$ cat config.mk
export PLATFORM = sky130hd
export DESIGN_NAME = gtpie_out_buf
export DESIGN_NICKNAME = d
export VERILOG_FILES = /design/src/rtl/core/gtpv2_ie_pattern_filter_assert.svh /design/src/rtl/core/gtpie_pkg.sv /design/src/rtl/core/gtpie_out_buf.sv
export SDC_FILE = /design/constraint.sdc
export NUM_CORES = 1
export LEC_CHECK = 0
export BUFFER_PORTS_ARGS = -buffer_cell sky130_fd_sc_hd__buf_2
export CAP_MARGIN = 15
export CORE_AREA = 3 3 40 42
export CTS_CLUSTER_DIAMETER = 60
export CTS_CLUSTER_SIZE = 30
export DETAILED_ROUTE_END_ITERATION = 10
export DIE_AREA = 0 0 43 45
export PLACE_DENSITY = 0.44
export SLEW_MARGIN = 20
export SYNTH_ARGS = -nofsm -noshare
export SYNTH_HDL_FRONTEND = slang
export SYNTH_SLANG_ARGS = --single-unit
$ cat constraint.sdc
create_clock -name i_clk -period 1.1 [get_ports i_clk]
set_input_delay 0.165 -clock i_clk [delete_from_list [all_inputs] [get_ports i_clk]]
set_output_delay 0.165 -clock i_clk [all_outputs]
set_load 0.005 [all_outputs]
$ cat src/rtl/core/gtpv2_ie_pattern_filter_assert.svh
// Assertion macros for the GTPv2 element pattern filter.
// Expects i_clk and i_rst_n in the scope of the module that uses them.
`ifndef GTPV2_IE_PATTERN_FILTER_ASSERT_SVH
`define GTPV2_IE_PATTERN_FILTER_ASSERT_SVH

// same-cycle implication
`define GTPIE_ASSERT_IMP(label, ante, cons, msg) \
    label: assert property (@(posedge i_clk) disable iff (!i_rst_n) (ante) |-> (cons)) \
        else $error(msg);

// next-cycle implication
`define GTPIE_ASSERT_NXT(label, ante, cons, msg) \
    label: assert property (@(posedge i_clk) disable iff (!i_rst_n) (ante) |=> (cons)) \
        else $error(msg);

`endif

$ cat src/rtl/core/gtpie_pkg.sv
// Shared constants, codes and structs of the GTPv2 element pattern filter.
// No dependencies.
`timescale 1ns / 1ps

package gtpie_pkg;

    localparam int PATTERN_MAX  = 32;
    localparam int HEADER_BYTES = 12;

    // pattern byte address bits within one element type
    localparam int PAT_AW      = (PATTERN_MAX > 1) ? $clog2(PATTERN_MAX) : 1;
    localparam int STORE_DEPTH = 256 << PAT_AW;
    localparam int CIDX_W      = 6;

    localparam logic [CIDX_W-1:0] CMP_DONE = 6'd63;
    localparam logic [CIDX_W-1:0] CIDX_MAX = CIDX_W'(PATTERN_MAX);

    localparam logic [1:0] FUNC_PAT_BYTE = 2'd0;
    localparam logic [1:0] FUNC_PAT_LEN  = 2'd1;
    localparam logic [1:0] FUNC_PKT      = 2'd2;

    localparam logic [1:0] VERDICT_FAIL = 2'd0;
    localparam logic [1:0] VERDICT_OFF  = 2'd1;
    localparam logic [1:0] VERDICT_PASS = 2'd2;

    typedef struct packed {
        logic              pat_we;
        logic              len_we;
        logic              valid_we;
        logic [7:0]        ie_type;
        logic [PAT_AW-1:0] pos;
        logic [7:0]        data;
        logic [5:0]        len;
        logic              enable;
    } t_pat_wr;

    typedef struct packed {
        logic [7:0]        kind;
        logic [CIDX_W-1:0] cidx;
    } t_rd_addr;

    typedef struct packed {
        logic       valid;
        logic [5:0] len;
        logic [7:0] pat_byte;
    } t_pat_rd;

    typedef struct packed {
        logic       vld;
        logic       last;
        logic [7:0] data;
    } t_pkt;

    typedef struct packed {
        logic       vld;
        logic [1:0] verdict;
    } t_res;

endpackage

$ cat src/rtl/core/gtpie_out_buf.sv
// Output register with one skid entry for the verdict stream.
// Depends on gtpie_pkg.
`timescale 1ns / 1ps

module gtpie_out_buf (
    input  logic            i_clk,
    input  logic            i_rst_n,
    input  gtpie_pkg::t_res i_res,
    output logic            o_in_ready,
    output logic            o_valid,
    output logic [1:0]      o_verdict,
    input  logic            i_ready
);

    logic       r_out_valid, n_out_valid;
    logic [1:0] r_out_data, n_out_data;
    logic       r_skid_valid, n_skid_valid;
    logic [1:0] r_skid_data, n_skid_data;

    always_comb begin
        n_out_valid  = r_out_valid;
        n_out_data   = r_out_data;
        n_skid_valid = r_skid_valid;
        n_skid_data  = r_skid_data;
        if (!r_out_valid || i_ready) begin
            if (r_skid_valid) begin
                n_out_valid  = 1'b1;
                n_out_data   = r_skid_data;
                n_skid_valid = 1'b0;
            end else begin
                n_out_valid = i_res.vld;
                n_out_data  = i_res.verdict;
            end
        end else if (i_res.vld) begin
            n_skid_valid = 1'b1;
            n_skid_data  = i_res.verdict;
        end
    end

    always_ff @(posedge i_clk) begin
        if (!i_rst_n) begin
            r_out_valid  <= 1'b0;
            r_skid_valid <= 1'b0;
        end else begin
            r_out_valid  <= n_out_valid;
            r_skid_valid <= n_skid_valid;
        end
        r_out_data  <= n_out_data;
        r_skid_data <= n_skid_data;
    end

    assign o_in_ready = ~r_skid_valid;
    assign o_valid    = r_out_valid;
    assign o_verdict  = r_out_data;

endmodule

==> flow_summary.yaml <==
floorplan:
  rows: 13
  num_io_pins: 10
  start_util_pct: 18.0
  die_h_um: 45
  core_sq_um: 1280
  die_x_um: 43
  die_area_sq_um: 1940
timing:
  skew_ns: 0.00294
  fin_tns_setup_ns: 0
  setup_slack_ns: 0.129
  tightest_slew_ns: 0.171
  slew_headroom_pct: 88.6
  drv_slew: 0
  setup_viol: 0
  min_period_ns: 0.971
  period_share_pct: 88.2
  rsz0062_at_grt: "no"
  finalHoldViolCount: 0
  fmaxAchievable_mhz: 1030
synthesis:
  syn-num-nets: 21
  synth-simple-area-share_pct: 14.6
  ys_ff_latch: 6
  synth-compound-area-share_pct: 3.24
  synth_area_sq_um: 231
  synth-xor-area-share_pct: 0
  synth.distinct_cells: 8
  netlist_instances: 15
  ys_seq_area_share_pct: 69.2
  synthAdderAreaFrac_pct: 0
  synth_top_family_by_area: "simple AND/OR/NAND/NOR gates"
  avgSynthCellArea_sq_um: 15.4
  synthMuxAreaShare_pct: 9.73
  yosys_warnings: 0
grt:
  grt_pass1_wl_um: 676
  grt_max_degree: 6
  grt_pass1_vias: 179
  antenna_found_initial: 0
  grt_remaining_overflow: 0
  track_usage_pct: 5.13
final_layout:
  seq_area_sq_um: 160
  multi_input_area_sq_um: 63.8
  stdcell_count: 42
  area_growth_syn_to_layout_pct: 37.3
  antennaDiodeCount: 0
  design_area_sq_um: 318
  fillers: 143
  fin_nets: 35
  drive_gt1_share_pct: 59.3
worst_setup_path:
  cpMaxStageDelayCell: "dfxtp_1"
  slowest_delay_ns: 0.38
  end_kind: "flop"
  critPathMaxFanout: 4
  cpLargestDelayFamily: "flip-flops"
  crit_type: "reg -> reg"
  cp.arrival_ns: 0.96
  crit_chain: "mux2_2"
  worstPathRequired_ns: 1.09
  startpoint_type: "flop"
  path_buf_inv: 0
placement:
  place_inst: 39
  gp_congestion: 0.668
  port_buffers: 9
  place_area_sq_um: 295
  dp_slack_ns: 0.118
clock_network:
  post_cts_resized: 0
  cts_buffers: 3
  cts_tree: "done"
  root_buffer: "clkbuf_4"
  htreeDepth: 1
  cts_sinks: 6
  cts_hold_buf: 0
  clk_latency_ns: 0.24
  clk_pin_slew_worst_paths_ns: 0.04
  clk_path_buf_depth: 2
  post_cts_buffers: 0
detailed_routing:
  drtIter0Drc: 4
  viasPerCell: 3.69
  firstDrtPassIters: 2
  routed_wirelength_um: 395
  via_count: 155
  antenna_left: 0
  drc: 0
  wl_per_cell_um: 9.40
power_and_ir_drop:
  vdd_drop_max_v: 0.000348
  power_leakage_nw: 0.134
  power_density_nw_per_um2: 1530
min_path:
  hp-class: "in -> reg"
run_status:
  status: "complete, no violations"
job:
  maxCapViolCount: 0
==> per-stage QoR <==
stage          hold slack (ns)  power (W)  util, %
2_1_floorplan            0.264   0.000279        -
3_3_place_gp             0.364   0.000300     23.0
3_5_place_dp             0.362   0.000300     23.0
4_1_cts                  0.115   0.000500     24.7
5_1_grt                  0.117   0.000513     24.7
6_report                 0.124   0.000487     24.7
==> cell usage after synthesis <==
master	instances	area, sq um
nor3b_2	1	12.5
a21boi_1	1	7.51
nor2_1	2	7.51
inv_1	2	7.51
mux2_2	2	22.5
nand2b_4	1	13.8
edfxtp_1	4	120
dfxtp_1	2	40.0
==> cell type report <==
type	instances	share of cell area, %
Tap cell	15	5.91
Multi-Input combinational cell	7	20.1
Timing Repair Buffer	9	14.2
Clock buffer	3	7.09
Inverter	2	2.36
Sequential cell	6	50.4
==> cell usage in the layout, fill, tap and decap left out <==
cell	count
buf_2	9
edfxtp_1	4
clkbuf_4	3
inv_1	2
nor2_1	2
mux2_2	2
dfxtp_1	2
nand2b_4	1
a21boi_1	1
nor3b_2	1
==> registers in the layout (all words and copies together), names as in the netlist <==
register,cells
o_verdict,2
r_skid_data,2
o_valid,1
r_skid_valid,1
==> path summary, 6_finish.rpt <==
kind	startpoint	endpoint	slack [ns]	cells past startpoint
hold / removal	i_res[0]	r_skid_data[0]	0.12	1
setup reg to reg	r_skid_valid	o_verdict[1]	0.13	1
hold reg to reg	o_valid	r_skid_valid	0.53	2
setup / recovery	r_skid_valid	o_verdict[1]	0.13	1
==> power breakdown <==
part | internal [W] | switching (W)
Combinational | 0.0000218 | 0.0000153
Sequential | 0.000253 | 0.00000527
Clock | 0.000123 | 0.0000686
Total | 0.000398 | 0.0000891
==> cells by family (layout without fill, tap and decap cells) <==
| kind of cell | after synthesis | count (layout) |
|---|---|---|
| buf+inv | 2 | 14 |
| flops | 6 | 6 |
| compound gates | 1 | 1 |
| simple gates | 4 | 4 |
| mux | 2 | 2 |
==> routing by layer <==
metal,routed length [um],global-route usage [%],vias to the layer above
li1,-,-,76
met3,67,4.38,0
met2,155,6.89,10
met4,0,3.61,0
met5,0,0,-
met1,172,5.20,69
Note: power is estimated with default switching activity, not from simulation.
