===== src/rtl/core/gtpv2_ie_pattern_filter_assert.svh =====
// Assertion macros for the GTPv2 element pattern filter.
// Expects i_clk and i_rst_n in the scope of the module that uses them.
`ifndef GTPV2_IE_PATTERN_FILTER_ASSERT_SVH
`define GTPV2_IE_PATTERN_FILTER_ASSERT_SVH

// same-cycle implication
`define GTPIE_ASSERT_IMP(label, ante, cons, msg) \
    label: assert property (@(posedge i_clk) disable iff (!i_rst_n) (ante) |-> (cons)) \
        else $error(msg);

// next-cycle implication
`define GTPIE_ASSERT_NXT(label, ante, cons, msg) \
    label: assert property (@(posedge i_clk) disable iff (!i_rst_n) (ante) |=> (cons)) \
        else $error(msg);

`endif


===== src/rtl/core/gtpie_pkg.sv =====
// Shared constants, codes and structs of the GTPv2 element pattern filter.
// No dependencies.
`timescale 1ns / 1ps

package gtpie_pkg;

    localparam int PATTERN_MAX  = 32;
    localparam int HEADER_BYTES = 12;

    // pattern byte address bits within one element type
    localparam int PAT_AW      = (PATTERN_MAX > 1) ? $clog2(PATTERN_MAX) : 1;
    localparam int STORE_DEPTH = 256 << PAT_AW;
    localparam int CIDX_W      = 6;

    localparam logic [CIDX_W-1:0] CMP_DONE = 6'd63;
    localparam logic [CIDX_W-1:0] CIDX_MAX = CIDX_W'(PATTERN_MAX);

    localparam logic [1:0] FUNC_PAT_BYTE = 2'd0;
    localparam logic [1:0] FUNC_PAT_LEN  = 2'd1;
    localparam logic [1:0] FUNC_PKT      = 2'd2;

    localparam logic [1:0] VERDICT_FAIL = 2'd0;
    localparam logic [1:0] VERDICT_OFF  = 2'd1;
    localparam logic [1:0] VERDICT_PASS = 2'd2;

    typedef struct packed {
        logic              pat_we;
        logic              len_we;
        logic              valid_we;
        logic [7:0]        ie_type;
        logic [PAT_AW-1:0] pos;
        logic [7:0]        data;
        logic [5:0]        len;
        logic              enable;
    } t_pat_wr;

    typedef struct packed {
        logic [7:0]        kind;
        logic [CIDX_W-1:0] cidx;
    } t_rd_addr;

    typedef struct packed {
        logic       valid;
        logic [5:0] len;
        logic [7:0] pat_byte;
    } t_pat_rd;

    typedef struct packed {
        logic       vld;
        logic       last;
        logic [7:0] data;
    } t_pkt;

    typedef struct packed {
        logic       vld;
        logic [1:0] verdict;
    } t_res;

endpackage


===== src/rtl/core/gtpie_parser.sv =====
// Message walker: header skip, element TLV walk, pattern compare and verdict.
// Depends on gtpie_pkg and gtpv2_ie_pattern_filter_assert.svh.
`timescale 1ns / 1ps
`include "gtpv2_ie_pattern_filter_assert.svh"

module gtpie_parser (
    input  logic                i_clk,
    input  logic                i_rst_n,
    input  logic                i_cfg_we,
    input  logic [7:0]          i_cfg_data,
    input  gtpie_pkg::t_pkt     i_pkt,
    input  gtpie_pkg::t_pat_rd  i_rd,
    output gtpie_pkg::t_rd_addr o_rd_addr,
    output gtpie_pkg::t_res     o_res
);

    typedef enum logic [2:0] {
        PH_HEADER,
        PH_TYPE,
        PH_LEN_HI,
        PH_LEN_LO,
        PH_SPARE,
        PH_VALUE,
        PH_DONE
    } t_phase;

    t_phase r_phase, n_phase;
    logic [15:0] r_offset, n_offset;
    logic [15:0] r_msg_len, n_msg_len;
    logic [15:0] r_rem, n_rem;
    logic [7:0]  r_kind, n_kind;
    logic [gtpie_pkg::CIDX_W-1:0] r_cidx, n_cidx;
    logic [7:0]  r_left, n_left;
    logic [1:0]  r_verdict, n_verdict;
    logic [7:0]  r_required;

    logic [16:0] w_limit;
    logic [7:0]  w_left_dec;
    logic [gtpie_pkg::CIDX_W-1:0] w_cidx_inc;
    logic [15:0] w_rem_dec;
    logic [1:0]  w_res_verdict;

    // element start must stay below message_length + 4 (body end in byte offsets)
    assign w_limit = (r_msg_len > 16'(gtpie_pkg::HEADER_BYTES - 4))
                   ? ({1'b0, r_msg_len} + 17'd4)
                   : 17'(gtpie_pkg::HEADER_BYTES);
    assign w_left_dec = r_left - 8'd1;
    assign w_cidx_inc = r_cidx + 6'd1;
    assign w_rem_dec  = r_rem - 16'd1;

    always_comb begin
        n_phase   = r_phase;
        n_offset  = r_offset;
        n_msg_len = r_msg_len;
        n_rem     = r_rem;
        n_kind    = r_kind;
        n_cidx    = r_cidx;
        n_left    = r_left;
        n_verdict = r_verdict;
        w_res_verdict = gtpie_pkg::VERDICT_FAIL;

        if (i_pkt.vld) begin
            if (r_offset != 16'hFFFF) begin
                n_offset = r_offset + 16'd1;
            end
            case (r_phase)
                PH_HEADER: begin
                    if ((r_offset == 16'd0) && (r_required == 8'd0)) begin
                        n_phase   = PH_DONE;
                        n_verdict = gtpie_pkg::VERDICT_OFF;
                    end else begin
                        if (r_offset == 16'd0) begin
                            n_left = r_required;
                        end
                        if (r_offset == 16'd2) begin
                            n_msg_len = {i_pkt.data, 8'h00};
                        end
                        if (r_offset == 16'd3) begin
                            n_msg_len = r_msg_len | {8'h00, i_pkt.data};
                        end
                        if (r_offset >= 16'(gtpie_pkg::HEADER_BYTES - 1)) begin
                            n_phase = PH_TYPE;
                        end
                    end
                end
                PH_TYPE: begin
                    if ({1'b0, r_offset} >= w_limit) begin
                        n_phase   = PH_DONE;
                        n_verdict = gtpie_pkg::VERDICT_FAIL;
                    end else begin
                        n_kind  = i_pkt.data;
                        n_phase = PH_LEN_HI;
                    end
                end
                PH_LEN_HI: begin
                    n_rem   = {i_pkt.data, 8'h00};
                    n_phase = PH_LEN_LO;
                end
                PH_LEN_LO: begin
                    n_rem   = r_rem | {8'h00, i_pkt.data};
                    n_phase = PH_SPARE;
                end
                PH_SPARE: begin
                    n_cidx  = gtpie_pkg::CMP_DONE;
                    n_phase = (r_rem != 16'd0) ? PH_VALUE : PH_TYPE;
                    if (i_rd.valid) begin
                        if ({10'd0, i_rd.len} > r_rem) begin
                            n_phase   = PH_DONE;
                            n_verdict = gtpie_pkg::VERDICT_FAIL;
                        end else if (i_rd.len == 6'd0) begin
                            // empty pattern matches at once
                            n_left = w_left_dec;
                            if (w_left_dec == 8'd0) begin
                                n_phase   = PH_DONE;
                                n_verdict = gtpie_pkg::VERDICT_PASS;
                            end
                        end else begin
                            n_cidx = '0;
                        end
                    end
                end
                PH_VALUE: begin
                    n_rem   = w_rem_dec;
                    n_phase = (w_rem_dec == 16'd0) ? PH_TYPE : PH_VALUE;
                    if (i_rd.valid && (r_cidx < i_rd.len)) begin
                        if (i_pkt.data != i_rd.pat_byte) begin
                            n_rem     = r_rem;
                            n_phase   = PH_DONE;
                            n_verdict = gtpie_pkg::VERDICT_FAIL;
                        end else if (w_cidx_inc == i_rd.len) begin
                            n_cidx = gtpie_pkg::CMP_DONE;
                            n_left = w_left_dec;
                            if (w_left_dec == 8'd0) begin
                                n_rem     = r_rem;
                                n_phase   = PH_DONE;
                                n_verdict = gtpie_pkg::VERDICT_PASS;
                            end
                        end else begin
                            n_cidx = w_cidx_inc;
                        end
                    end
                end
                default: begin
                end
            endcase

            if (i_pkt.last) begin
                w_res_verdict = (n_phase == PH_DONE) ? n_verdict : gtpie_pkg::VERDICT_FAIL;
                n_phase   = PH_HEADER;
                n_offset  = '0;
                n_msg_len = '0;
                n_rem     = '0;
                n_kind    = '0;
                n_cidx    = '0;
                n_left    = '0;
                n_verdict = gtpie_pkg::VERDICT_FAIL;
            end
        end
    end

    always_ff @(posedge i_clk) begin
        if (!i_rst_n) begin
            r_phase    <= PH_HEADER;
            r_offset   <= '0;
            r_msg_len  <= '0;
            r_rem      <= '0;
            r_kind     <= '0;
            r_cidx     <= '0;
            r_left     <= '0;
            r_verdict  <= gtpie_pkg::VERDICT_FAIL;
            r_required <= '0;
        end else begin
            r_phase   <= n_phase;
            r_offset  <= n_offset;
            r_msg_len <= n_msg_len;
            r_rem     <= n_rem;
            r_kind    <= n_kind;
            r_cidx    <= n_cidx;
            r_left    <= n_left;
            r_verdict <= n_verdict;
            if (i_cfg_we) begin
                r_required <= i_cfg_data;
            end
        end
    end

    // memory reads follow the next state so data is ready for the next word
    assign o_rd_addr.kind = n_kind;
    assign o_rd_addr.cidx = n_cidx;

    assign o_res.vld     = i_pkt.vld & i_pkt.last;
    assign o_res.verdict = w_res_verdict;

    `GTPIE_ASSERT_IMP(a_verdict_only_when_done, r_phase != PH_DONE,
        r_verdict == gtpie_pkg::VERDICT_FAIL, "verdict set without a decision")
    `GTPIE_ASSERT_IMP(a_cidx_in_range, r_cidx != gtpie_pkg::CMP_DONE,
        r_cidx <= gtpie_pkg::CIDX_MAX, "compare index past pattern end")
    `GTPIE_ASSERT_NXT(a_restart_after_last, i_pkt.vld && i_pkt.last,
        r_phase == PH_HEADER && r_offset == 16'd0, "parser did not restart after last word")

endmodule


===== config.mk =====
export PLATFORM = sky130hd
export DESIGN_NAME = gtpie_parser
export DESIGN_NICKNAME = d
export VERILOG_FILES = /design/src/rtl/core/gtpie_pkg.sv /design/src/rtl/core/gtpie_parser.sv
export VERILOG_INCLUDE_DIRS = /design/src /design/src/rtl/core
export SDC_FILE = /design/constraint.sdc
export NUM_CORES = 1
export LEC_CHECK = 0
export ABC_CLOCK_PERIOD_IN_PS = 8200
export CAP_MARGIN = 20
export CORE_UTILIZATION = 30
export DETAILED_ROUTE_END_ITERATION = 10
export DONT_BUFFER_PORTS = 1
export PLACE_DENSITY = 0.52
export SLEW_MARGIN = 5
export SYNTH_ARGS = -nofsm -noshare
export SYNTH_HDL_FRONTEND = slang
export SYNTH_SLANG_ARGS = --single-unit

===== constraint.sdc =====
create_clock -name i_clk -period 8.2 [get_ports i_clk]
set_input_delay 2.05 -clock i_clk [delete_from_list [all_inputs] [get_ports i_clk]]
set_output_delay 2.05 -clock i_clk [all_outputs]
set_load 0.005 [all_outputs]

==> flow_summary.json <==
{
  "hold_viol_final": 0,
  "drtIter0Drc": 523,
  "antenna_cells": 0,
  "wl_per_cell_um": 18.6,
  "cts_sinks": 83,
  "hp-class": "flop to flop",
  "regArea_um2": 1660,
  "r2r-start": "r_phase[2]",
  "cts_hold_buf": 0,
  "p_sw_share_pct": 28.0,
  "num-fill-cells": 2099,
  "startpoint_type": "input port",
  "critPathSlowestCell": "or4_1",
  "period_needed_ps": 6400,
  "comb_power_share_pct": 13.2,
  "clock_latency_ps": 350,
  "dp_hpwl_mm": 14.2,
  "start_util_pct": 31.1,
  "grt_pass1_vias": 5450,
  "cts_resized": 0,
  "ys.warnings.count": 0,
  "critical_path.endpoint": "o_res[0]",
  "drc": 0,
  "io_buffers": 0,
  "outcome": "finished clean",
  "maxCapViolCount": 0,
  "cts_buffers": 9,
  "final.setup.tns_ps": 0,
  "reg2reg_depth": 6,
  "intPower_w": 0.000697,
  "ys_ff_latch": 83,
  "slowest_delay_ps": 540,
  "final_cells": 1044,
  "die_area_um2": 21000,
  "via_per_inst": 5.59,
  "max_slew_margin_pct": 31.3,
  "yosysUniqueCellTypes": 74,
  "routed-via-count": 5838,
  "worstMarginPinSlew_ps": 1010,
  "ant_nets": 0,
  "clockBufferDepth": 2,
  "area_growth_pct": 7.31,
  "multi_input_area_um2": 4160,
  "cts-root-buf": "clkbuf_16",
  "reg2reg_to": "r_rem[3]",
  "peakVddDrop_mv": 0.104,
  "ys_seq_area_share_pct": 27.1,
  "drt_wl_total_mm": 19.4,
  "ys_async_sr_fraction_pct": 0,
  "synth_edf_count": 0,
  "p_sw_w": 0.000271,
  "drv_slew": 0,
  "synth_area_um2": 6130,
  "postCtsSetupRepairBufs": 0,
  "antenna_found_initial": 0,
  "post-place-cells": 1029,
  "fin_skew_ps": 8.60,
  "grt_pass1_wl_mm": 31.1,
  "fin_util_pct": 33.4,
  "r2r_setup_slack_ps": 4540,
  "power_density_nw_per_um2": 147,
  "cts_tree": "done",
  "crit_chain": "inv_1 > ha_1 > nor2b_1 > o31ai_1 > a21oi_1 > nor3_1 > a21boi_0 > or4_1 > a211oi_1",
  "synth_area_per_cell_um2": 7.62,
  "p_clk_share_pct": 42.6,
  "syn_inst": 805,
  "min_period_over_period_pct": 78.0,
  "worstPathMaxFanout": 8,
  "seqPwrFrac_pct": 44.2,
  "overflow": 0,
  "cp-startpoint": "i_rd[9]",
  "dr.pass1.iters": 5,
  "die_x_um": 145,
  "synth_nets": 879,
  "required_ps": 6150,
  "worstHoldPathCells": 2,
  "fp-row-count": 51,
  "crit_path_end_kind": "primary output",
  "fp.dieH_um": 145,
  "drive_above_1_share_pct": 4.62,
  "nNetsFinal": 849,
  "crit_arrival_ps": 4350,
  "ys.flop_type": "dfxtp_1",
  "setup_viol": 0,
  "io_pins": 53,
  "path_class": "input port to primary output",
  "gp_congestion": 0.907,
  "rsz0062_at_grt": "no",
  "core_um2": 19700,
  "htree_levels": 3,
  "clk_pin_slew_worst_paths_ps": 60,
  "grt_max_degree": 43,
  "track_usage_pct": 18.7,
  "fmax_ghz": 0.156,
  "leakagePower_nw": 2.36
}
-- cell usage after synthesis, types with 6 or more instances --
cell,instances,area share (%)
nand2_1,90,5.5
dfxtp_1,83,27
nor2_1,70,4.3
a21oi_1,44,3.6
nand3_1,43,3.5
o21ai_0,40,3.3
clkbuf_1,38,2.3
ha_1,38,7.8
inv_1,31,1.9
xor2_1,30,4.3
nor3_1,28,2.3
nor4_1,22,2.2
xnor2_1,20,2.9
a22o_1,18,2.6
mux2i_1,16,2.6
nand4_1,16,1.6
and3_1,12,1.2
nor2b_1,12,1.2
a31oi_1,11,1.1
o21ai_1,9,0.73
and2_1,8,0.82
nand2b_1,8,0.82
o21a_1,8,0.98
o31ai_1,8,0.98
o211ai_1,6,0.73
or3_1,6,0.61
-- metrics by stage --
| step | area [um2] | hold WS (ps) | total power, W | setup WS, ps |
|---|---|---|---|---|
| global route | 6580 | 485 | 0.00101 | 1520 |
| floorplan | 6130 | 432 | 0.000541 | 2190 |
| finish | 6580 | 459 | 0.000968 | 1800 |
| CTS | 6580 | 462 | 0.000976 | 1780 |
| detailed placement | 6290 | 452 | 0.000563 | 1790 |
| global placement | 6290 | 448 | 0.000563 | 1800 |
-- final cells by class --
type | count | area share (%)
Multi-Input combinational cell | 646 | 63.2
Sequential cell | 83 | 25.3
Tap cell | 265 | 5.04
Clock buffer | 10 | 3.48
Inverter | 31 | 1.77
Clock inverter | 5 | 0.837
Timing Repair Buffer | 4 | 0.456
-- power groups by stage --
stage | logic [W] | registers [W] | clock network (W)
after floorplan | 0.000111 | 0.000430 | 0
after global placement | 0.000127 | 0.000436 | 0
after detailed placement | 0.000127 | 0.000437 | 0
after CTS | 0.000128 | 0.000427 | 0.000421
after global routing | 0.000143 | 0.000429 | 0.000434
final | 0.000128 | 0.000428 | 0.000412
-- sequential cells by signal (all words and copies together), names as in the netlist --
| signal | flops |
|---|---|
| r_phase | 3 |
| r_verdict | 2 |
| r_offset | 16 |
| r_cidx | 6 |
| r_msg_len | 16 |
| r_kind | 8 |
| r_rem | 16 |
| r_required | 8 |
| r_left | 8 |
-- kinds of logic after synthesis --
family,Yosys count,synth area share [%]
AND/OR/NAND/NOR,345,28.4
flip-flops,83,27.1
buffers and inverters,76,5.12
AO/OA/AOI/OAI,196,21.5
multiplexers,16,2.61
XOR/XNOR,51,7.51
adder cells (fa/ha/maj),38,7.76
-- layer usage --
| layer | vias up | track usage [%] | part of all wire (%) |
|---|---|---|---|
| met3 | 22 | 3.08 | 4.7 |
| li1 | 2879 | - | - |
| met1 | 2802 | 24.0 | 46 |
| met4 | 0 | 5.37 | 1.8 |
| met5 | - | 0 | 0 |
| met2 | 135 | 31.8 | 48 |
-- worst max-delay path, delay by kind of cell --
family | cells | cell delay, ps
AO/OA/AOI/OAI | 4 | 1120
adder cells (fa/ha/maj) | 1 | 260
buffers and inverters | 1 | 20
AND/OR/NAND/NOR | 3 | 890
-- placed cells by master (no fill, tap or decap), drive strengths merged, types with 5 or more instances in the layout --
master | netlist | layout
ha | 38 | 38
a31oi | 11 | 11
o21a | 8 | 8
nand3 | 43 | 43
nand2 | 90 | 90
mux2i | 16 | 16
nor2 | 70 | 70
o31ai | 8 | 8
xnor2 | 20 | 20
o211ai | 6 | 6
nor2b | 12 | 12
nor4 | 23 | 23
and4 | 5 | 5
nand2b | 8 | 8
clkbuf | 39 | 10
xor2 | 30 | 30
or4 | 5 | 5
and2 | 10 | 10
dfxtp | 83 | 83
a21oi | 45 | 45
nor3 | 29 | 29
inv | 31 | 31
o21ai | 50 | 50
and3 | 12 | 12
a22oi | 5 | 5
or3 | 8 | 8
nand4 | 16 | 16
a22o | 18 | 18
-- worst min-delay path by stage --
| stage | start | slack [ps] | endpoint |
|---|---|---|---|
| after CTS | r_kind[3] | 460 | r_kind[3] |
| after global routing | r_kind[1] | 480 | r_kind[1] |
| final | r_kind[3] | 460 | r_kind[3] |
| after detailed placement | r_kind[3] | 450 | r_kind[3] |
| after floorplan | r_verdict[0] | 430 | r_verdict[0] |
| after global placement | r_kind[3] | 450 | r_kind[3] |
(Power assumes the default switching activity.)
